<file path="src/rtl/ordm_fifo.sv">
// Two-entry queue between the request front end and the matching engine.
module ordm_fifo #(
  parameter int WIDTH = 8
) (
  input  logic             clk,
  input  logic             rst,
  input  logic             push,
  input  logic [WIDTH-1:0] push_data,
  output logic             full,
  input  logic             pop,
  output logic [WIDTH-1:0] pop_data,
  output logic             not_empty
);
  localparam int DEPTH = 2;
  localparam int PW    = $clog2(DEPTH);

  logic [WIDTH-1:0] entries [DEPTH];
  logic [PW-1:0]    wp, rp;
  logic [PW:0]      count;

  assign full      = (count == (PW+1)'(DEPTH));
  assign not_empty = (count != '0);
  assign pop_data  = entries[rp];

  always_ff @(posedge clk) begin
    if (push) entries[wp] <= push_data;
    if (rst) begin
      wp    <= '0;
      rp    <= '0;
      count <= '0;
    end else begin
      if (push) wp <= wp + 1'b1;
      if (pop)  rp <= rp + 1'b1;
      count <= count + (PW+1)'(push) - (PW+1)'(pop);
    end
  end
endmodule

</file>
<file path="config.mk">
export PLATFORM = sky130hd
export DESIGN_NAME = ordm_fifo
export DESIGN_NICKNAME = d
export VERILOG_FILES = /design/src/rtl/ordm_fifo.sv
export SDC_FILE = /design/constraint.sdc
export NUM_CORES = 1
export LEC_CHECK = 0
export BUFFER_PORTS_ARGS = -buffer_cell sky130_fd_sc_hd__buf_2
export CAP_MARGIN = 20
export CORE_MARGIN = 1
export CORE_UTILIZATION = 48
export CTS_BUF_LIST = sky130_fd_sc_hd__clkbuf_16
export DETAILED_ROUTE_END_ITERATION = 8
export PLACE_DENSITY = 0.83
export SLEW_MARGIN = 40
export SYNTH_ARGS = -nofsm -noshare
export SYNTH_HDL_FRONTEND = slang
export SYNTH_SLANG_ARGS = --single-unit
export TNS_END_PERCENT = 30
</file>
<file path="constraint.sdc">
create_clock -name clk -period 1.5 [get_ports clk]
set_input_delay 0.225 -clock clk [delete_from_list [all_inputs] [get_ports clk]]
set_output_delay 0.225 -clock clk [all_outputs]
set_load 0.05 [all_outputs]
</file>
==> flow_metrics.py, run 1 <==
metrics = {
    "placed_design": {
        "port_buffers": 21,
        "dp.cells": 83,
        "routabilityCongestion": 0.665,
    },
    "global_routing": {
        "grt.total_usage": 0.134,
        "grt_max_degree": 13,
        "grt_antenna_before_repair": 0,
        "grt_overflow_total": 0,
        "grt_pass1_wl_um": 1670,
        "grt_pass1_vias": 419,
    },
    "synth": {
        "synth_fp_nets": 60,
        "ys.warnings.count": 0,
        "synth_largest_area_cell": "edfxtp_1",
        "netlist_area_um2": 795,
        "synth_seq_cells": 21,
        "synthCells": 46,
        "syn_area_per_cell_um2": 17.3,
        "synthTopCellsByArea": "edfxtp_1, dfxtp_1, mux2_1",
        "yosysTopAreaCellShare": 0.605,
        "yosysSeqAreaShare": 0.731,
        "yosys.cell_types.count": 12,
    },
    "finish": {
        "fillers": 116,
        "instances_no_fill": 87,
        "diodes": 0,
        "seq_area_um2": 582,
        "area_delta_synth_final_pct": 26.3,
        "multiInputGateArea_um2": 201,
        "nets": 86,
        "drive_gt1_frac": 0.380,
    },
    "floorplanning": {
        "die_y_um": 42.7,
        "core_mm2": 0.00152,
        "die_w_um": 42.7,
        "num_rows": 14,
        "initial_core_util": 0.521,
        "ioPinCount": 22,
        "die_area_mm2": 0.00182,
    },
    "route": {
        "wl_per_cell_um": 12.0,
        "ant_nets": 0,
        "drc": 0,
        "viasPerCell": 5.05,
        "vias": 439,
        "wl_um": 1040,
        "first_iter_violations": 6,
        "firstDrtPassIters": 4,
    },
    "sta": {
        "grt_setup_unrepaired": "false",
        "setup-tns-final_ns": 0,
        "slew_headroom": 0.743,
        "hold_viol_final": 0,
        "slew_violations": 0,
        "fin_skew_ns": 0.000905,
        "fin_crit_sh": 0.968,
        "clock.fmax_ghz": 0.688,
        "setup_viol": 0,
        "min_period_ns": 1.45,
        "worst_pin_slew_ns": 0.385,
    },
    "setup_path": {
        "rrSetupSlack_ns": 0.30,
        "endpoint": "pop_data[1]",
        "arrival_ns": 1.23,
        "crit_path_start_kind": "register",
        "reg2regPathDepth": 6,
        "endpoint_kind": "output pin",
        "crit_required_ns": 1.27,
        "worstSetupPathType": "register to output pin",
        "rr_startpoint": "count[0]",
        "critPathMaxFanout": 8,
        "r2r_end": "count[1]",
    },
    "clock_tree": {
        "clk_latency_ns": 0.25,
        "cts_setup_buffers": 0,
        "hold_buffers": 0,
        "cts_buffer_depth": 2,
        "postCtsResizedCells": 1,
        "clockRootBuffer": "clkbuf_16",
        "cts_tree": "yes",
        "clock_sinks": 21,
        "clk_pin_slew_ns": 0.05,
        "numCtsBuffers": 3,
        "htreeDepth": 1,
    },
    "power_and_ir_drop": {
        "vdd_drop_max_mv": 0.862,
        "power_density_mw_per_mm2": 1540,
        "p_leak_nw": 0.414,
    },
    "min_path": {
        "hp-class": "primary input to register",
    },
    "status": {
        "run_status": "complete, no violations",
    },
    "run": {
        "maxCapViolations": 0,
    },
}
==> placed cells by master (no fill, tap or decap) <==
| cell | n |
|---|---|
| and2_1 | 1 |
| buf_2 | 21 |
| buf_4 | 1 |
| clkbuf_16 | 3 |
| clkinv_2 | 1 |
| dfxtp_1 | 4 |
| dfxtp_2 | 1 |
| edfxtp_1 | 16 |
| ha_1 | 2 |
| inv_1 | 2 |
| mux2_1 | 8 |
| nor2_1 | 4 |
| nor2b_1 | 3 |
| or2_1 | 1 |
| xnor2_1 | 2 |
| xnor3_1 | 1 |
==> cells by family after synthesis <==
| group | after synthesis | share of synthesized area |
|---|---|---|
| DFF | 21 | 0.731 |
| and+or+nand+nor | 9 | 0.0583 |
| muxes | 8 | 0.113 |
| xor gates and xnor gates | 3 | 0.0504 |
| buffers and inverters | 3 | 0.0157 |
| adders and majority gates | 2 | 0.0315 |
==> stage by stage <==
stage	util	worst slack, ns	power, mW	hold slack (ns)	area (µm²)
final	0.658	0.0476	1.55	0.164	1000
after global routing	0.658	0.00434	1.61	0.158	1000
after CTS	0.658	0.0260	1.57	0.160	1000
after detailed placement	0.605	0.185	1.02	0.417	922
after global placement	0.605	0.179	1.01	0.413	922
after floorplan	-	0.215	0.948	0.297	795
==> how the worst min path moves through the flow <==
stage                         end  depth (start not counted)  slack [ns]         start
floorplan                count[0]                          1        0.30           rst
global placement    entries[0][2]                          1        0.41  push_data[2]
detailed placement  entries[0][2]                          1        0.42  push_data[2]
CTS                 entries[0][0]                          1        0.16  push_data[0]
global route        entries[0][0]                          1        0.16  push_data[0]
finish              entries[0][2]                          1        0.16  push_data[2]
==> layer usage <==
layer,global-route usage,part of all wire,up-vias
met5,0,0,-
met4,0.0938,0.026,0
met3,0.0553,0.051,5
met2,0.227,0.51,14
met1,0.127,0.41,208
li1,-,-,212
==> registers in the layout (all words and copies together) (netlist names), named ones only <==
register,flops
rp,1
wp,1
entries,16
count,2
==> cell usage after synthesis <==
library cell	n
and2_1	1
buf_2	1
dfxtp_1	5
edfxtp_1	16
ha_1	2
inv_1	2
mux2_1	8
nor2_1	4
nor2b_1	3
or2_1	1
xnor2_1	2
xnor3_1	1
==> critical path, cell delays in order, from the launching register on <==
cell and delay (ns):
dfxtp_2 0.42, mux2_1 0.34, buf_2 0.21
==> where the power goes <==
group | internal (mW) | total, mW | switching [mW]
logic | 0.103 | 0.306 | 0.203
registers | 0.677 | 0.701 | 0.0240
clock network | 0.357 | 0.541 | 0.184
==> layout make-up <==
| class | instances | share of cell area |
|---|---|---|
| Clock inverter | 1 | 0.00499 |
| Sequential cell | 21 | 0.580 |
| Tap cell | 16 | 0.0200 |
| Clock buffer | 3 | 0.0748 |
| Timing Repair Buffer | 22 | 0.112 |
| Inverter | 2 | 0.00748 |
| Multi-Input combinational cell | 22 | 0.201 |
(Power assumes the default switching activity.)
==> inputs of run 2 (changes only) <==
--- a/config.mk
+++ b/config.mk
@@ -8,10 +8,10 @@
 export BUFFER_PORTS_ARGS = -buffer_cell sky130_fd_sc_hd__buf_2
 export CAP_MARGIN = 20
 export CORE_MARGIN = 1
-export CORE_UTILIZATION = 48
+export CORE_UTILIZATION = 52
 export CTS_BUF_LIST = sky130_fd_sc_hd__clkbuf_16
 export DETAILED_ROUTE_END_ITERATION = 8
-export PLACE_DENSITY = 0.83
+export PLACE_DENSITY = 0.88
 export SLEW_MARGIN = 40
 export SYNTH_ARGS = -nofsm -noshare
 export SYNTH_HDL_FRONTEND = slang
==> constraint.sdc (replaced) <==
create_clock -name clk -period 1.8 [get_ports clk]
set_input_delay 0.27 -clock clk [delete_from_list [all_inputs] [get_ports clk]]
set_output_delay 0.27 -clock clk [all_outputs]
set_load 0.05 [all_outputs]
==> run 2 against run 1 <==
Against the previous run: clock skew hardly changed; cell count shrank 1.1%; non-clock buffer count did not move; total power down 16%; register-to-register slack improved by 0.24 ns; sequential power shrank 16%; sequential cell count stayed put; sequential share of layout area rose by 0.092 points; clock power fell by 17%; critical path depth unchanged; critical endpoint is now pop_data[6]; largest cell class unchanged.
==> flow_metrics.py, run 2 (same netlist as run 1, synthesis figures left out) <==
metrics = {
    "floorplanning": {
        "die_w_um": 41.1,
        "num_rows": 13,
        "ioPinCount": 22,
        "die_y_um": 41.1,
        "die_area_mm2": 0.00169,
        "initial_core_util": 0.582,
        "core_mm2": 0.00137,
    },
    "global_routing": {
        "grt_pass1_wl_um": 1890,
        "met1_usage": 0.222,
        "grt_max_degree": 12,
        "busiest_layer": "met2",
        "grt_pass1_vias": 404,
        "grt_antenna_before_repair": 0,
        "grt_use_met2": 0.332,
        "met3_usage": 0.0326,
        "grt_overflow_total": 0,
        "grt.total_usage": 0.187,
    },
    "finish": {
        "top_register": "entries",
        "multiInputGateArea_um2": 201,
        "fillers": 95,
        "fin_util": 0.732,
        "final_common_cell": "buf_2",
        "largest_reg_flops": 16,
        "area_delta_synth_final_pct": 25.8,
        "seq_area_um2": 581,
        "layout.cells.most_common_list": "buf_2, edfxtp_1, mux2_1",
        "nets": 86,
        "drive_gt1_frac": 0.352,
        "diodes": 0,
        "largestRegisters": "entries: 16 flops, count: 2 flops",
    },
    "sta": {
        "hold_viol_final": 0,
        "clock.fmax_ghz": 0.609,
        "fin_skew_ns": 0.000961,
        "grt_setup_unrepaired": "false",
        "setup_viol": 0,
        "setup-tns-final_ns": 0,
        "worst_pin_slew_ns": 0.409,
        "slew_headroom": 0.727,
        "min_period_ns": 1.64,
        "fin_crit_sh": 0.912,
        "slew_violations": 0,
    },
    "route": {
        "ant_nets": 0,
        "viasPerCell": 4.94,
        "first_iter_violations": 16,
        "wl_um": 1340,
        "vias": 425,
        "wl_per_cell_um": 15.6,
        "firstDrtPassIters": 2,
        "drc": 0,
    },
    "setup_path": {
        "crit_required_ns": 1.53,
        "rrSetupSlack_ns": 0.54,
        "worstSetupPathType": "register to output pin",
        "crit_path_start_kind": "register",
        "critPathMaxFanout": 8,
        "rr_startpoint": "count[0]",
        "reg2regPathDepth": 6,
        "endpoint_kind": "output pin",
        "arrival_ns": 1.37,
        "r2r_end": "count[1]",
    },
    "min_path": {
        "hp-class": "primary input to register",
        "worstHoldPathCells": 1,
        "hold_end": "entries[1][6]",
        "worstHoldStart": "push_data[6]",
    },
    "clock_tree": {
        "clockRootBuffer": "clkbuf_16",
        "clk_latency_ns": 0.25,
        "htreeDepth": 1,
        "cts_setup_buffers": 0,
        "clock_sinks": 21,
        "numCtsBuffers": 3,
        "cts_tree": "yes",
        "hold_buffers": 0,
        "clk_pin_slew_ns": 0.05,
        "cts_buffer_depth": 2,
        "postCtsResizedCells": 0,
    },
    "placed_design": {
        "routabilityCongestion": 0.652,
        "port_buffers": 21,
    },
    "power_and_ir_drop": {
        "p_leak_nw": 0.416,
        "vdd_drop_max_mv": 1.28,
        "power_density_mw_per_mm2": 1290,
    },
    "run": {
        "maxCapViolations": 0,
    },
    "status": {
        "run_status": "complete, no violations",
    },
}
[run 2: worst max-delay path, cell delays in order, from the launching register on]
cell and delay (ns):
dfxtp_1 0.53, mux2_1 0.37, buf_2 0.22
[run 2: area by class of cell]
cell class / count / share of cell area
Multi-Input combinational cell: 22 / 0.202
Clock buffer: 3 / 0.0751
Timing Repair Buffer: 22 / 0.113
Clock inverter: 1 / 0.00375
Sequential cell: 21 / 0.581
Tap cell: 15 / 0.0188
Inverter: 2 / 0.00751
[run 2: power breakdown]
part / leakage [nW] / total [mW] / switching (mW) / internal [mW]
logic: 0.181 / 0.260 / 0.173 / 0.0868
clock network: 0.0423 / 0.447 / 0.152 / 0.295
registers: 0.192 / 0.587 / 0.0226 / 0.564
[run 2: stage by stage]
| step | hold slack (ns) | total power [mW] | cell area, µm² | setup slack [ns] | cells |
|---|---|---|---|---|---|
| after detailed placement | 0.463 | 0.853 | 921 | 0.405 | 82 |
| after floorplan | 0.342 | 0.790 | 795 | 0.470 | 46 |
| after global routing | 0.210 | 1.34 | 1000 | 0.0780 | 86 |
| final | 0.211 | 1.29 | 1000 | 0.158 | 86 |
| after global placement | 0.457 | 0.843 | 921 | 0.438 | 82 |
| after CTS | 0.208 | 1.30 | 1000 | 0.132 | 86 |
[run 2: worst max path at each step]
stage	start	to	slack, ns	depth (start not counted)
global route	register	pop_data[0]	0.08	2
global placement	register	pop_data[6]	0.44	2
CTS	register	pop_data[6]	0.13	2
floorplan	count[1]	full	0.47	1
detailed placement	register	pop_data[6]	0.41	2
finish	register	pop_data[6]	0.16	2
[run 2: metal layers]
layer | share of wire | vias up
met5 | 0 | -
met4 | 0.0037 | 0
met3 | 0.031 | 2
met2 | 0.54 | 12
met1 | 0.42 | 198
li1 | - | 213
==> inputs of run 3 (changes only) <==
--- a/config.mk
+++ b/config.mk
@@ -12,6 +12,7 @@
 export CTS_BUF_LIST = sky130_fd_sc_hd__clkbuf_16
 export DETAILED_ROUTE_END_ITERATION = 8
 export PLACE_DENSITY = 0.88
+export RECOVER_POWER = 25
 export SLEW_MARGIN = 40
 export SYNTH_ARGS = -nofsm -noshare
 export SYNTH_HDL_FRONTEND = slang
==> run 3 against run 2 <==
Against the previous run: sequential share of layout area grew 0.073 points; count of clock-buffer cells in the layout is the same; die area is the same; combinational power is essentially flat; register-to-register slack is essentially flat; highest routed layer unchanged; worst setup slack is the same; total power is essentially flat; hold slack is the same; routed wire length shrank 0.22%; critical endpoint unchanged; sequential power is essentially flat.
==> flow_metrics.py, run 3 (same netlist as run 1, synthesis figures left out) <==
metrics = {
    "setup_path": {
        "reg2regPathDepth": 6,
        "critPathMaxFanout": 8,
        "rr_startpoint": "count[0]",
        "arrival_ns": 1.37,
        "rrSetupSlack_ns": 0.54,
        "crit_required_ns": 1.53,
        "endpoint_kind": "output pin",
        "crit_path_start_kind": "register",
        "r2r_end": "count[1]",
        "worstSetupPathType": "register to output pin",
    },
    "clock_tree": {
        "htreeDepth": 1,
        "clk_latency_ns": 0.25,
        "numCtsBuffers": 3,
        "cts_tree": "yes",
        "cts_buffer_depth": 2,
        "clock_sinks": 21,
        "postCtsResizedCells": 0,
        "hold_buffers": 0,
        "clockRootBuffer": "clkbuf_16",
        "cts_setup_buffers": 0,
        "clk_pin_slew_ns": 0.05,
    },
    "sta": {
        "fin_skew_ns": 0.000961,
        "clock.fmax_ghz": 0.609,
        "slew_headroom": 0.727,
        "fin_crit_sh": 0.912,
        "setup-tns-final_ns": 0,
        "hold_viol_final": 0,
        "slew_violations": 0,
        "grt_setup_unrepaired": "false",
        "setup_viol": 0,
        "min_period_ns": 1.64,
        "worst_pin_slew_ns": 0.409,
    },
    "global_routing": {
        "grt_overflow_total": 0,
        "grt_antenna_before_repair": 0,
        "grt_pass1_wl_um": 1890,
        "grt.total_usage": 0.187,
        "grt_max_degree": 12,
        "grt_pass1_vias": 404,
    },
    "power_and_ir_drop": {
        "sw_frac_of_total": 0.269,
        "vdd_drop_max_mv": 1.28,
        "p_clk_frac": 0.345,
        "p_leak_nw": 0.413,
        "p_int_uw": 946,
        "power_density_mw_per_mm2": 1300,
        "power.share.combinational": 0.201,
        "seqPwrFrac": 0.454,
        "power.switching_uw": 347,
    },
    "finish": {
        "layout.cells.most_common_list": "buf_2, edfxtp_1, mux2_1",
        "final_common_cell": "buf_2",
        "largestRegisters": "entries: 16 flops, count: 2 flops",
        "area_delta_synth_final_pct": 25.7,
        "drive_gt1_frac": 0.338,
        "diodes": 0,
        "nets": 86,
        "largest_reg_flops": 16,
        "fin_util": 0.731,
        "top_register": "entries",
        "design_area_um2": 998,
    },
    "placed_design": {
        "routabilityCongestion": 0.652,
        "port_buffers": 21,
        "post_dp_cell_area_um2": 921,
    },
    "floorplanning": {
        "num_rows": 13,
        "die_area_mm2": 0.00169,
        "initial_core_util": 0.582,
        "ioPinCount": 22,
        "core_mm2": 0.00137,
        "die_w_um": 41.1,
        "die_y_um": 41.1,
    },
    "route": {
        "ant_nets": 0,
        "wl_per_cell_um": 15.6,
        "drc": 0,
        "firstDrtPassIters": 2,
        "first_iter_violations": 16,
        "vias": 424,
        "viasPerCell": 4.93,
        "wl_um": 1340,
    },
    "min_path": {
        "hp-class": "primary input to register",
        "worstHoldPathCells": 1,
        "hold_end": "entries[1][6]",
        "worstHoldStart": "push_data[6]",
    },
    "run": {
        "maxCapViolations": 0,
    },
    "status": {
        "run_status": "complete, no violations",
    },
}
run 3: cell type report:
| class | count | area [µm²] |
|---|---|---|
| clock buffer | 3 | 75.1 |
| clock inverter | 1 | 3.75 |
| fill | 96 | 368 |
| inverter | 2 | 7.51 |
| multi-input combinational | 22 | 201 |
| sequential | 21 | 581 |
| tap | 15 | 18.8 |
| timing repair buffer | 22 | 111 |
run 3: critical path, cell delays in order, from the launching register on:
cell	delay (ns)
dfxtp_1	0.53
mux2_1	0.37
buf_2	0.22
run 3: per-stage QoR:
step	hold slack, ns	instances	setup slack [ns]	total power [mW]
floorplan	0.342	46	0.470	0.790
global placement	0.457	82	0.438	0.843
detailed placement	0.463	82	0.405	0.853
CTS	0.208	86	0.132	1.30
global route	0.210	86	0.0780	1.34
finish	0.211	86	0.158	1.29
run 3: how the worst max path moves through the flow:
| stage | cells after the start | slack [ns] | to | from |
|---|---|---|---|---|
| finish | 2 | 0.16 | pop_data[6] | register |
| global route | 2 | 0.08 | pop_data[0] | register |
| CTS | 2 | 0.13 | pop_data[6] | register |
| detailed placement | 2 | 0.41 | pop_data[6] | register |
| global placement | 2 | 0.44 | pop_data[6] | register |
| floorplan | 1 | 0.47 | full | count[1] |
run 3: metal layers:
| metal | track usage | vias to the layer above | share of wire |
|---|---|---|---|
| met1 | 0.222 | 197 | 0.42 |
| li1 | - | 213 | - |
| met3 | 0.0326 | 2 | 0.031 |
| met5 | 0 | - | 0 |
| met2 | 0.332 | 12 | 0.54 |
| met4 | 0.0726 | 0 | 0.0037 |
run 3: power by group through the flow:
stage	Clock (mW)	Combinational [mW]	Sequential [mW]
global route	0.463	0.278	0.594
finish	0.447	0.260	0.587
global placement	0	0.250	0.593
floorplan	0	0.205	0.585
detailed placement	0	0.256	0.597
CTS	0.452	0.260	0.588
