## src/rtl/ordm_pkg.sv

```systemverilog
// Shared codes and enumerated types for the order book matcher.
package ordm_pkg;

  typedef enum logic [1:0] {
    REQ_ADD    = 2'd0,
    REQ_CANCEL = 2'd1,
    REQ_MODIFY = 2'd2
  } req_t;

  typedef enum logic [1:0] {
    OT_LIMIT  = 2'd0,
    OT_MARKET = 2'd1,
    OT_IOC    = 2'd2,
    OT_FOK    = 2'd3
  } ord_type_t;

  typedef enum logic [3:0] {
    STAT_RESTED    = 4'd0,
    STAT_PARTIAL   = 4'd1,
    STAT_FILLED    = 4'd2,
    STAT_CANCELLED = 4'd3,
    STAT_FOK_REJ   = 4'd4,
    STAT_INVALID   = 4'd5,
    STAT_NOT_FOUND = 4'd6,
    STAT_MODIFIED  = 4'd7,
    STAT_BOOK_FULL = 4'd8
  } status_t;

  localparam logic RK_TRADE  = 1'b0;
  localparam logic RK_STATUS = 1'b1;

  localparam logic SIDE_BUY = 1'b0;

  typedef enum logic [1:0] {
    S_CLEAR,
    S_IDLE,
    S_SCAN,
    S_EVAL
  } eng_state_t;

  typedef enum logic [1:0] {
    STG_FIRST,
    STG_CROSS,
    STG_TOP
  } stage_t;

endpackage

```

## src/rtl/ordm_if.sv

```systemverilog
// Request and result channel interfaces of the order book matcher.
interface ordm_req_if #(
  parameter int PRICE_BITS = 16,
  parameter int QTY_BITS   = 20,
  parameter int ID_BITS    = 32
);
  logic                  valid;
  logic                  ready;
  logic [1:0]            req_type;
  logic [ID_BITS-1:0]    ord_id;
  logic                  side;
  logic [1:0]            order_type;
  logic [PRICE_BITS-1:0] price;
  logic [QTY_BITS-1:0]   quantity;
  logic [QTY_BITS-1:0]   unfilled_qty;

  modport source (output valid, req_type, ord_id, side, order_type, price, quantity,
                  unfilled_qty, input ready);
  modport sink (input valid, req_type, ord_id, side, order_type, price, quantity,
                unfilled_qty, output ready);
endinterface


```

## src/rtl/ordm_front.sv

```systemverilog
// Request front end: takes items, assigns automatic identifiers and fills defaults.
module ordm_front import ordm_pkg::*; #(
  parameter int PRICE_BITS = 16,
  parameter int QTY_BITS   = 20,
  parameter int ID_BITS    = 32,
  localparam int REQ_W     = 2 + ID_BITS + 1 + 2 + PRICE_BITS + 2 * QTY_BITS
) (
  input  logic             clk,
  input  logic             rst,
  ordm_req_if.sink         req,
  output logic             push,
  output logic [REQ_W-1:0] push_data,
  input  logic             full
);
  logic [ID_BITS-1:0] next_auto_id, next_auto_id_next, id_inc;
  logic               is_add, auto_id;
  logic [ID_BITS-1:0] id_eff;
  logic [QTY_BITS-1:0] rem_eff;

  assign req.ready = !full;
  assign push      = req.valid && !full;
  assign is_add    = (req.req_type == REQ_ADD);
  assign auto_id   = is_add && (req.ord_id == '0);
  assign id_eff    = auto_id ? next_auto_id : req.ord_id;
  assign rem_eff   = (is_add && req.unfilled_qty == '0) ? req.quantity : req.unfilled_qty;
  assign push_data = {req.req_type, id_eff, req.side, req.order_type, req.price,
                      req.quantity, rem_eff};

  // The counter skips zero when it wraps.
  assign id_inc            = next_auto_id + 1'b1;
  assign next_auto_id_next = (id_inc == '0) ? ID_BITS'(1) : id_inc;

  always_ff @(posedge clk) begin
    if (rst) begin
      next_auto_id <= ID_BITS'(1);
    end else if (push && auto_id) begin
      next_auto_id <= next_auto_id_next;
    end
  end
endmodule

```

## src/flat_wrapper.sv

```systemverilog
// flat-port wrapper written by rule: the top's interface ports become plain ports
module ordm_front_flat import ordm_pkg::*;
#(
  parameter int PRICE_BITS = 16,
  parameter int QTY_BITS   = 20,
  parameter int ID_BITS    = 32,
  localparam int REQ_W     = 2 + ID_BITS + 1 + 2 + PRICE_BITS + 2 * QTY_BITS
)
  (clk, rst, push, push_data, full, req_valid, req_req_type, req_ord_id, req_side, req_order_type, req_price, req_quantity, req_unfilled_qty, req_ready);
  ordm_req_if #(.PRICE_BITS(PRICE_BITS), .QTY_BITS(QTY_BITS), .ID_BITS(ID_BITS)) req_i ();
  input  logic clk;
  input  logic rst;
  output logic push;
  output logic [REQ_W-1:0] push_data;
  input  logic full;
  input wire logic [$bits(req_i.valid)-1:0] req_valid;
  input wire logic [$bits(req_i.req_type)-1:0] req_req_type;
  input wire logic [$bits(req_i.ord_id)-1:0] req_ord_id;
  input wire logic [$bits(req_i.side)-1:0] req_side;
  input wire logic [$bits(req_i.order_type)-1:0] req_order_type;
  input wire logic [$bits(req_i.price)-1:0] req_price;
  input wire logic [$bits(req_i.quantity)-1:0] req_quantity;
  input wire logic [$bits(req_i.unfilled_qty)-1:0] req_unfilled_qty;
  output wire logic [$bits(req_i.ready)-1:0] req_ready;
  assign req_i.valid = req_valid;
  assign req_i.req_type = req_req_type;
  assign req_i.ord_id = req_ord_id;
  assign req_i.side = req_side;
  assign req_i.order_type = req_order_type;
  assign req_i.price = req_price;
  assign req_i.quantity = req_quantity;
  assign req_i.unfilled_qty = req_unfilled_qty;
  assign req_ready = req_i.ready;
  ordm_front #(.PRICE_BITS(PRICE_BITS), .QTY_BITS(QTY_BITS), .ID_BITS(ID_BITS)) u_core (.clk(clk), .rst(rst), .req(req_i), .push(push), .push_data(push_data), .full(full));
endmodule
```

## config.mk

```make
export PLATFORM = sky130hd
export DESIGN_NAME = ordm_front_flat
export DESIGN_NICKNAME = d
export VERILOG_FILES = /design/src/rtl/ordm_pkg.sv /design/src/rtl/ordm_if.sv /design/src/rtl/ordm_front.sv /design/src/flat_wrapper.sv
export SDC_FILE = /design/constraint.sdc
export NUM_CORES = 1
export LEC_CHECK = 0
export BUFFER_PORTS_ARGS = -buffer_cell sky130_fd_sc_hd__clkbuf_2
export CAP_MARGIN = 0
export CORE_MARGIN = 2
export CORE_UTILIZATION = 45
export CTS_BUF_LIST = sky130_fd_sc_hd__clkbuf_8
export CTS_CLUSTER_SIZE = 14
export DETAILED_ROUTE_END_ITERATION = 10
export PLACE_DENSITY = 0.86
export SYNTH_ARGS = -nofsm -noshare
export SYNTH_HDL_FRONTEND = slang
export SYNTH_SLANG_ARGS = --single-unit
```

## constraint.sdc

```tcl
create_clock -name clk -period 2.7 [get_ports clk]
set_input_delay 0.135 -clock clk [delete_from_list [all_inputs] [get_ports clk]]
set_output_delay 0.135 -clock clk [all_outputs]
set_load 0.01 [all_outputs]
```

==> load_flow_metrics.sql, run 1 <==
INSERT INTO impl_metrics (metric_group, metric, value, unit) VALUES
('clock_network', 'clock_buffer_count_from_cts', '5', ''),
('detailed_routing', 'number_of_iterations_in_the_first_detailed_routing_pass', '4', ''),
('final_layout', 'drive_gt1_share', '38.9', '%'),
('placed_design', 'io_buffer_count', '153', ''),
('yosys', 'synthCells', '395', ''),
('global_routing', 'via_count_of_the_first_global_routing_pass', '3016', ''),
('final_layout', 'final_cells', '569', ''),
('clock_network', 'cts_tree', 'built', ''),
('final_layout', 'antenna-diode-count', '0', ''),
('clock_network', 'clk_pin_slew_worst_paths', '0.08', 'ns'),
('detailed_routing', 'route.vias.total', '3264', ''),
('final_layout', 'fin_nets', '586', ''),
('clock_network', 'total_number_of_h_tree_levels', '2', ''),
('final_layout', 'filler_cell_count', '648', ''),
('power', 'power_dens_cells', '331', 'nW/um^2'),
('die', 'start_util', '45.8', '%'),
('detailed_routing', 'wl_per_cell', '17.8', 'um'),
('yosys', 'synth_area', '3080', 'um^2'),
('detailed_routing', 'detailedRoute.firstIterationViolations', '211', ''),
('clock_network', 'cts-root-buf', 'sky130_fd_sc_hd__clkbuf_8', ''),
('worst_setup_path', 'critical_path.max_fanout', '6', ''),
('timing', 'worst_slew_margin_rel', '54.3', '%'),
('timing', 'max_clock_freq', '408', 'MHz'),
('clock_network', 'clock_latency', '0.30', 'ns'),
('die', 'die_width', '86.7', 'um'),
('clock_network', 'post_cts_hold_buffer_count', '0', ''),
('power', 'p_leak', '1.83', 'nW'),
('timing', 'finalSetupTns', '0', 'ns'),
('detailed_routing', 'vias_per_cell', '5.74', ''),
('clock_network', 'tritoncts_num_sinks', '32', ''),
('global_routing', 'grt_use_total', '26.3', '%'),
('placed_design', 'dp_cells', '561', ''),
('global_routing', 'grt_first_pass_wirelength', '15400', 'um'),
('detailed_routing', 'ant_nets', '0', ''),
('run_status', 'run_status', 'complete, no violations', ''),
('die', 'std_cell_rows', '30', ''),
('yosys', 'syn-num-nets', '493', ''),
('placed_design', 'detailed_place_hpwl', '8270', 'um'),
('yosys', 'asyncSetResetFlopFracSynth', '0', '%'),
('final_layout', 'areaGrowthSynthToFinish', '16.3', '%'),
('worst_setup_path', 'worst-endpoint-arrival', '2.69', 'ns'),
('global_routing', 'grt_antenna_before_repair', '0', ''),
('detailed_routing', 'post_route_drc', '0', ''),
('yosys', 'synth-edff-count', '0', ''),
('timing', 'finalCritPeriodShare', '90.8', '%'),
('yosys', 'synth_area_per_cell', '7.79', 'um^2'),
('final_layout', 'layout_top_registers', 'u_core.next_auto_id x32', ''),
('final_layout', 'top_register', 'u_core.next_auto_id', ''),
('worst_setup_path', 'worstSetupEndpointType', 'flip-flop', ''),
('timing', 'skew', '0.00621', 'ns'),
('global_routing', 'final_global_route_overflow_total', '0', ''),
('die', 'die_area', '7520', 'um^2'),
('yosys', 'synth_flop_cell', 'sky130_fd_sc_hd__dfxtp_1', ''),
('global_routing', 'grt_max_degree', '32', ''),
('worst_setup_path', 'required_time_of_the_critical_path', '2.94', 'ns'),
('final_layout', 'area_of_combinational_cells_with_multiple_inputs', '1870', 'um^2'),
('final_layout', 'seqCellArea', '641', 'um^2'),
('die', 'core', '6720', 'um^2'),
('placed_design', 'gp_congestion', '0.955', ''),
('detailed_routing', 'drt-total-wl', '10100', 'um'),
('timing', 'final-max-slew-violation-count', '0', ''),
('timing', 'hold_violations', '0', ''),
('timing', 'finalCriticalPeriod', '2.45', 'ns'),
('final_layout', 'max_ffs_per_register', '32', ''),
('timing', 'report.final.setup_viol', '0', ''),
('timing', 'unrepaired_setup_endpoints_after_global_routing', 'false', ''),
('clock_network', 'cts_buffer_depth', '2', ''),
('yosys', 'synth-seq-area-share', '20.8', '%'),
('yosys', 'flip_flop_and_latch_count_after_synthesis', '32', ''),
('timing', 'worst-slew-pin-transition', '0.686', 'ns'),
('worst_hold_path', 'min_path_type', 'in -> out', ''),
('die', 'floorplan_die_height', '86.7', 'um'),
('clock_network', 'cts_setup_buffers', '0', ''),
('die', 'num_io_pins', '192', ''),
('clock_network', 'cts.repair.resized', '0', ''),
('yosys', 'synth.distinct_cells', '51', ''),
('run', 'timing.max_cap.violations', '0', ''),
('power', 'ir_worst_vdd', '0.211', 'mV'),
('worst_setup_path', 'crit_path_start_kind', 'flip-flop', ''),
('yosys', 'number_of_warnings_reported_in_the_yosys_synthesis_log', '0', ''),
('worst_setup_path', 'path_class', 'reg -> reg', ''),
('timing', 'fin_worst_setup_slack', '0.249', 'ns'),
('placed_design', 'dp_slack', '0.328', 'ns');
[final cells by class]
class                   instances  area share (%)
repair buffers                162            23.3
inverters                       5           0.524
flip-flops and latches         32            17.9
clock inverters                 3            1.29
multi-input cells             282            52.3
well taps                      80            2.80
clock buffers                   5            1.92
[power by group]
group	internal (mW)	switching, mW	leakage [nW]	total, mW
Clock	0.278	0.214	0.0548	0.493
Sequential	0.471	0.00000000000293	0.258	0.471
Combinational	0.104	0.116	1.51	0.219
Total	0.853	0.330	1.83	1.18
[synthesized netlist by cell type, types with 4 or more instances]
library cell / number / share of area (%)
sky130_fd_sc_hd__xnor2_1: 16 / 4.6
sky130_fd_sc_hd__nand2_1: 21 / 2.6
sky130_fd_sc_hd__clkbuf_1: 16 / 2.0
sky130_fd_sc_hd__xor2_1: 20 / 5.7
sky130_fd_sc_hd__clkbuf_8: 5 / 2.2
sky130_fd_sc_hd__nor4_1: 17 / 3.5
sky130_fd_sc_hd__buf_6: 5 / 1.8
sky130_fd_sc_hd__nand4_1: 18 / 3.7
sky130_fd_sc_hd__or3_1: 7 / 1.4
sky130_fd_sc_hd__nor3_1: 13 / 2.1
sky130_fd_sc_hd__dfxtp_1: 32 / 21
sky130_fd_sc_hd__and4_1: 5 / 1.4
sky130_fd_sc_hd__a21o_1: 51 / 12
sky130_fd_sc_hd__nor2_1: 43 / 5.2
sky130_fd_sc_hd__a21oi_1: 4 / 0.65
sky130_fd_sc_hd__buf_4: 47 / 11
sky130_fd_sc_hd__o21ai_0: 10 / 1.6
sky130_fd_sc_hd__nand3_1: 11 / 1.8
sky130_fd_sc_hd__inv_1: 5 / 0.61
[cells by family (layout without fill, tap and decap cells)]
| logic type | count (synthesis) | after routing | share of synthesized area, % |
|---|---|---|---|
| buffers and inverters | 81 | 175 | 18.6 |
| adder cells (fa/ha/maj) | 1 | 1 | 0.406 |
| multiplexers | 3 | 3 | 0.976 |
| flip-flops | 32 | 32 | 20.8 |
| AND/OR/NAND/NOR | 163 | 163 | 30.1 |
| XOR/XNOR | 36 | 36 | 10.2 |
| AO/OA/AOI/OAI | 79 | 79 | 18.9 |
[through the flow]
stage	utilization (%)	total power [mW]	hold WS, ns	instance area (um^2)
2_1_floorplan	-	0.613	0.298	3080
5_1_grt	53.3	1.22	0.270	3580
3_3_place_gp	51.6	0.700	0.270	3460
4_1_cts	53.3	1.19	0.270	3580
3_5_place_dp	51.6	0.701	0.270	3460
6_report	53.3	1.18	0.270	3580
[path summary, 6_finish.rpt]
check                                                     startpoint  cells after the start  slack (ns)                              endpoint
worst max-delay path             u_core.next_auto_id[0]$_SDFFE_PP1P_                      8        0.25   u_core.next_auto_id[0]$_SDFFE_PP1P_
worst min-delay path                                   req_price[13]                      0        0.27                         push_data[53]
worst max register to register   u_core.next_auto_id[0]$_SDFFE_PP1P_                      8        0.25   u_core.next_auto_id[0]$_SDFFE_PP1P_
worst min register to register  u_core.next_auto_id[29]$_SDFFE_PP0P_                      2        0.57  u_core.next_auto_id[29]$_SDFFE_PP0P_
[cell usage in the layout (no fill, tap or decap), types with 2 or more instances in the layout]
master                     count
sky130_fd_sc_hd__a21o_1       51
sky130_fd_sc_hd__and3_2        2
sky130_fd_sc_hd__and4_1        5
sky130_fd_sc_hd__or3_1         7
sky130_fd_sc_hd__nor2_1       43
sky130_fd_sc_hd__nand4_1      18
sky130_fd_sc_hd__nand2_1      21
sky130_fd_sc_hd__or4_1         3
sky130_fd_sc_hd__inv_1         5
sky130_fd_sc_hd__o21ai_0      10
sky130_fd_sc_hd__mux2i_1       3
sky130_fd_sc_hd__a21oi_1       4
sky130_fd_sc_hd__buf_4         9
sky130_fd_sc_hd__xnor2_1      16
sky130_fd_sc_hd__clkbuf_2    153
sky130_fd_sc_hd__nand4_2       3
sky130_fd_sc_hd__and3_1        3
sky130_fd_sc_hd__nand3_1      11
sky130_fd_sc_hd__and2_1        2
sky130_fd_sc_hd__a211oi_2      2
sky130_fd_sc_hd__xor2_1       20
sky130_fd_sc_hd__nand2b_1      2
sky130_fd_sc_hd__nor3_2        3
sky130_fd_sc_hd__nor4_1       16
sky130_fd_sc_hd__a21o_2        2
sky130_fd_sc_hd__nor3_1       13
sky130_fd_sc_hd__dfxtp_1      32
sky130_fd_sc_hd__clkbuf_8      5
[per-layer routing]
| metal | up-vias | routed length (um) | GRT usage [%] |
|---|---|---|---|
| met4 | 0 | 353 | 11.8 |
| met3 | 28 | 753 | 4.86 |
| met5 | - | 0 | 0 |
| met1 | 1515 | 4100 | 31.9 |
| li1 | 1544 | - | - |
| met2 | 177 | 4940 | 45.2 |
[worst max-delay path: stages, from the launching register on]
cell and delay [ns]:
sky130_fd_sc_hd__dfxtp_1 0.46, sky130_fd_sc_hd__ha_1 0.29, sky130_fd_sc_hd__nand4_1 0.15, sky130_fd_sc_hd__or4_4 0.55, sky130_fd_sc_hd__nor3_2 0.27, sky130_fd_sc_hd__nand3_1 0.13, sky130_fd_sc_hd__a211oi_2 0.23, sky130_fd_sc_hd__a41o_1 0.20
sky130_fd_sc_hd__nand2b_1 0.11
No activity file was read; power rests on OpenSTA's default activity.
==> inputs of run 2 (changes only) <==
- CELL_PAD_IN_SITES_DETAIL_PLACEMENT: default -> 0
- CELL_PAD_IN_SITES_GLOBAL_PLACEMENT: default -> 2
- CORE_MARGIN: 2 -> default
- CORE_UTILIZATION: 45 -> 23
- GPL_TIMING_DRIVEN: default -> 0
==> run 2 against run 1 <==
Effect of this change: sequential share of layout area shrank 2.9 points; design area grew 19%; critical path depth is the same; critical endpoint unchanged; sequential power is essentially flat; power grew 2.3%; clock power shrank 7.5%; first-iteration DRC count shrank 31%; die area grew 84%; setup slack lost 0.14 ns; utilization shrank 20 points; worst hold slack lost 0.076 ns; non-clock buffer count grew 86.
==> load_flow_metrics.sql, run 2 (synthesized netlist as in run 1, its figures left out) <==
INSERT INTO impl_metrics (metric_group, metric, value, unit) VALUES
('timing', 'hold_violations', '0', ''),
('placed_design', 'detailed_place_hpwl', '9360', 'um'),
('clock_network', 'cts.repair.resized', '0', ''),
('die', 'floorplan_die_height', '118', 'um'),
('clock_network', 'post_cts_hold_buffer_count', '0', ''),
('worst_setup_path', 'critical_path.max_fanout', '6', ''),
('timing', 'worst_slew_margin_rel', '54.2', '%'),
('die', 'die_width', '118', 'um'),
('final_layout', 'finish.utilization', '33.2', '%'),
('worst_setup_path', 'rr_endpoint', 'u_core.next_auto_id[0]$_SDFFE_PP1P_', ''),
('power', 'report.power.total', '1.21', 'mW'),
('worst_setup_path', 'worstSetupEndpointType', 'flip-flop', ''),
('worst_setup_path', 'critical_path.cell_chain', 'ha_1 > inv_1 > nor3_1 > o21ai_0 > a2111oi_0 > o2111a_1 > a41o_1 > nand2b_1', ''),
('worst_hold_path', 'hold_path.startpoint', 'rst', ''),
('worst_setup_path', 'r2r_worst_path_depth', '8', ''),
('worst_setup_path', 'worst-endpoint-arrival', '2.82', 'ns'),
('detailed_routing', 'number_of_iterations_in_the_first_detailed_routing_pass', '4', ''),
('clock_network', 'total_number_of_h_tree_levels', '2', ''),
('power', 'logic_gate_share_of_total_power', '23.4', '%'),
('worst_setup_path', 'rr_startpoint', 'u_core.next_auto_id[0]$_SDFFE_PP1P_', ''),
('detailed_routing', 'post_route_drc', '0', ''),
('clock_network', 'cts_tree', 'built', ''),
('timing', 'skew', '0.00522', 'ns'),
('worst_setup_path', 'path_delay_family', 'compound AO/OA/AOI/OAI gates', ''),
('run_status', 'run_status', 'complete, no violations', ''),
('power', 'power_dens_cells', '284', 'nW/um^2'),
('timing', 'finalCriticalPeriod', '2.59', 'ns'),
('placed_design', 'gp_congestion', '0.978', ''),
('final_layout', 'most_frequent_standard_cell_in_the_layout_excluding_fill_and_tap_cells', 'sky130_fd_sc_hd__clkbuf_2', ''),
('timing', 'fin_worst_setup_slack', '0.105', 'ns'),
('power', 'p_leak', '2.20', 'nW'),
('power', 'power_switching_share', '26.3', '%'),
('worst_setup_path', 'crit_path_start_kind', 'flip-flop', ''),
('detailed_routing', 'ant_nets', '0', ''),
('clock_network', 'tritoncts_num_sinks', '32', ''),
('timing', 'finalCritPeriodShare', '96.1', '%'),
('final_layout', 'drive_gt1_share', '45.2', '%'),
('detailed_routing', 'detailedRoute.firstIterationViolations', '145', ''),
('worst_hold_path', 'worstHoldEndpoint', 'u_core.next_auto_id[1]$_SDFFE_PP0P_', ''),
('die', 'std_cell_rows', '41', ''),
('global_routing', 'grt_first_pass_wirelength', '17400', 'um'),
('die', 'die_area', '13800', 'um^2'),
('clock_network', 'clock_buffer_count_from_cts', '5', ''),
('die', 'num_io_pins', '192', ''),
('clock_network', 'clock_latency', '0.28', 'ns'),
('final_layout', 'max_ffs_per_register', '32', ''),
('clock_network', 'cts_buffer_depth', '2', ''),
('final_layout', 'areaGrowthSynthToFinish', '38.5', '%'),
('power', 'clock_power_share', '37.6', '%'),
('timing', 'worst-slew-pin-transition', '0.669', 'ns'),
('final_layout', 'layout_top_registers', 'u_core.next_auto_id x32', ''),
('die', 'core', '12800', 'um^2'),
('power', 'p_int', '0.892', 'mW'),
('final_layout', 'fin_nets', '672', ''),
('timing', 'finalSetupTns', '0', 'ns'),
('worst_hold_path', 'hold_path_depth', '3', ''),
('worst_setup_path', 'path_class', 'reg -> reg', ''),
('clock_network', 'clk_pin_slew_worst_paths', '0.07', 'ns'),
('worst_setup_path', 'timing.reg2reg.setup_slack', '0.11', 'ns'),
('power', 'netSwitchingPower', '0.319', 'mW'),
('die', 'start_util', '24.0', '%'),
('worst_setup_path', 'required_time_of_the_critical_path', '2.93', 'ns'),
('final_layout', 'top_register', 'u_core.next_auto_id', ''),
('worst_setup_path', 'cp_buf_inv_count', '1', ''),
('detailed_routing', 'vias_per_cell', '4.62', ''),
('final_layout', 'highest_count_cells_in_the_layout_ignoring_fill_and_taps', 'sky130_fd_sc_hd__clkbuf_2 (174), sky130_fd_sc_hd__a21o_1 (51), sky130_fd_sc_hd__buf_4 (47)', ''),
('detailed_routing', 'route.vias.total', '3449', ''),
('detailed_routing', 'wl_per_cell', '15.0', 'um'),
('placed_design', 'dp_slack', '-0.0119', 'ns'),
('detailed_routing', 'drt-total-wl', '11200', 'um'),
('placed_design', 'io_buffer_count', '172', ''),
('global_routing', 'grt_antenna_before_repair', '0', ''),
('final_layout', 'antenna-diode-count', '0', ''),
('global_routing', 'grt_use_total', '15.7', '%'),
('worst_hold_path', 'min_path_type', 'in -> reg', ''),
('power', 'ir_worst_vdd', '0.188', 'mV'),
('global_routing', 'grt_max_degree', '11', ''),
('run', 'timing.max_cap.violations', '0', ''),
('timing', 'report.final.setup_viol', '0', ''),
('power', 'share_of_power_burned_in_registers', '38.9', '%'),
('timing', 'final-max-slew-violation-count', '0', ''),
('timing', 'max_clock_freq', '385', 'MHz'),
('global_routing', 'final_global_route_overflow_total', '0', ''),
('timing', 'unrepaired_setup_endpoints_after_global_routing', 'false', ''),
('clock_network', 'cts-root-buf', 'sky130_fd_sc_hd__clkbuf_8', ''),
('worst_setup_path', 'timing.critical_path.slowest_stage_cell', 'sky130_fd_sc_hd__a2111oi_0', ''),
('global_routing', 'via_count_of_the_first_global_routing_pass', '3343', ''),
('worst_setup_path', 'timing.critical_path.slowest_cell_delay', '0.63', 'ns'),
('clock_network', 'cts_setup_buffers', '0', '');
[run 2: cell count changes in the layout (fill, tap and decap cells not counted)]
cell | before | now
sky130_fd_sc_hd__buf_6 | 0 | 5
sky130_fd_sc_hd__buf_4 | 9 | 47
sky130_fd_sc_hd__clkbuf_8 | 5 | 10
sky130_fd_sc_hd__nor4_1 | 16 | 17
sky130_fd_sc_hd__inv_6 | 1 | 0
sky130_fd_sc_hd__nor4_2 | 1 | 0
sky130_fd_sc_hd__clkinvlp_4 | 1 | 0
sky130_fd_sc_hd__clkbuf_1 | 0 | 14
sky130_fd_sc_hd__buf_2 | 0 | 3
sky130_fd_sc_hd__clkinv_2 | 0 | 1
sky130_fd_sc_hd__inv_1 | 5 | 6
sky130_fd_sc_hd__clkbuf_2 | 153 | 174
[run 2: per-stage QoR]
step	hold slack [ns]	instances	cell area (um^2)
after floorplan	0.298	395	3080
after global placement	0.459	739	4150
after detailed placement	0.458	739	4150
after CTS	0.198	747	4260
after global routing	0.211	747	4260
final	0.194	747	4260
[run 2: worst register-to-register path: stages, from the launching register on]
cell and delay, ns:
sky130_fd_sc_hd__dfxtp_1 0.47, sky130_fd_sc_hd__ha_1 0.32, sky130_fd_sc_hd__inv_1 0.14, sky130_fd_sc_hd__nor3_1 0.25, sky130_fd_sc_hd__o21ai_0 0.13, sky130_fd_sc_hd__a2111oi_0 0.63, sky130_fd_sc_hd__o2111a_1 0.30, sky130_fd_sc_hd__a41o_1 0.20
sky130_fd_sc_hd__nand2b_1 0.10
[run 2: final cells by class]
class | count | area, um^2
clock buffer | 5 | 68.8
timing repair buffer | 172 | 861
buffer | 76 | 556
inverter | 5 | 18.8
clock inverter | 3 | 38.8
tap | 172 | 215
sequential | 32 | 641
fill | 1414 | 8560
multi-input combinational | 282 | 1870
[run 2: power by group through the flow]
stage                     logic, mW  clock network (mW)  registers, mW
after global placement        0.286                   0          0.483
after floorplan               0.130                   0          0.483
after CTS                     0.288               0.472          0.472
after global routing          0.304               0.484          0.471
after detailed placement      0.287                   0          0.483
final                         0.284               0.456          0.472
[run 2: worst max path at each step]
stage | cells after the start | slack (ns) | end | start
final | 8 | 0.11 | u_core.next_auto_id[0]$_SDFFE_PP1P_ | u_core.next_auto_id[0]$_SDFFE_PP1P_
after global placement | 8 | -0.02 | u_core.next_auto_id[1]$_SDFFE_PP0P_ | req_ord_id[31]
after global routing | 8 | 0.01 | u_core.next_auto_id[0]$_SDFFE_PP1P_ | u_core.next_auto_id[0]$_SDFFE_PP1P_
after CTS | 8 | 0.04 | push_data[64] | req_ord_id[31]
after floorplan | 8 | 0.57 | u_core.next_auto_id[0]$_SDFFE_PP1P_ | u_core.next_auto_id[0]$_SDFFE_PP1P_
after detailed placement | 8 | -0.01 | u_core.next_auto_id[0]$_SDFFE_PP1P_ | req_ord_id[31]
[run 2: routing by layer]
metal	track usage (%)	up-vias	share of wire, %
met5	0	-	0
met4	6.65	0	3.1
met3	2.66	18	6.1
met2	28.3	161	49
met1	18.3	1548	42
li1	-	1722	-
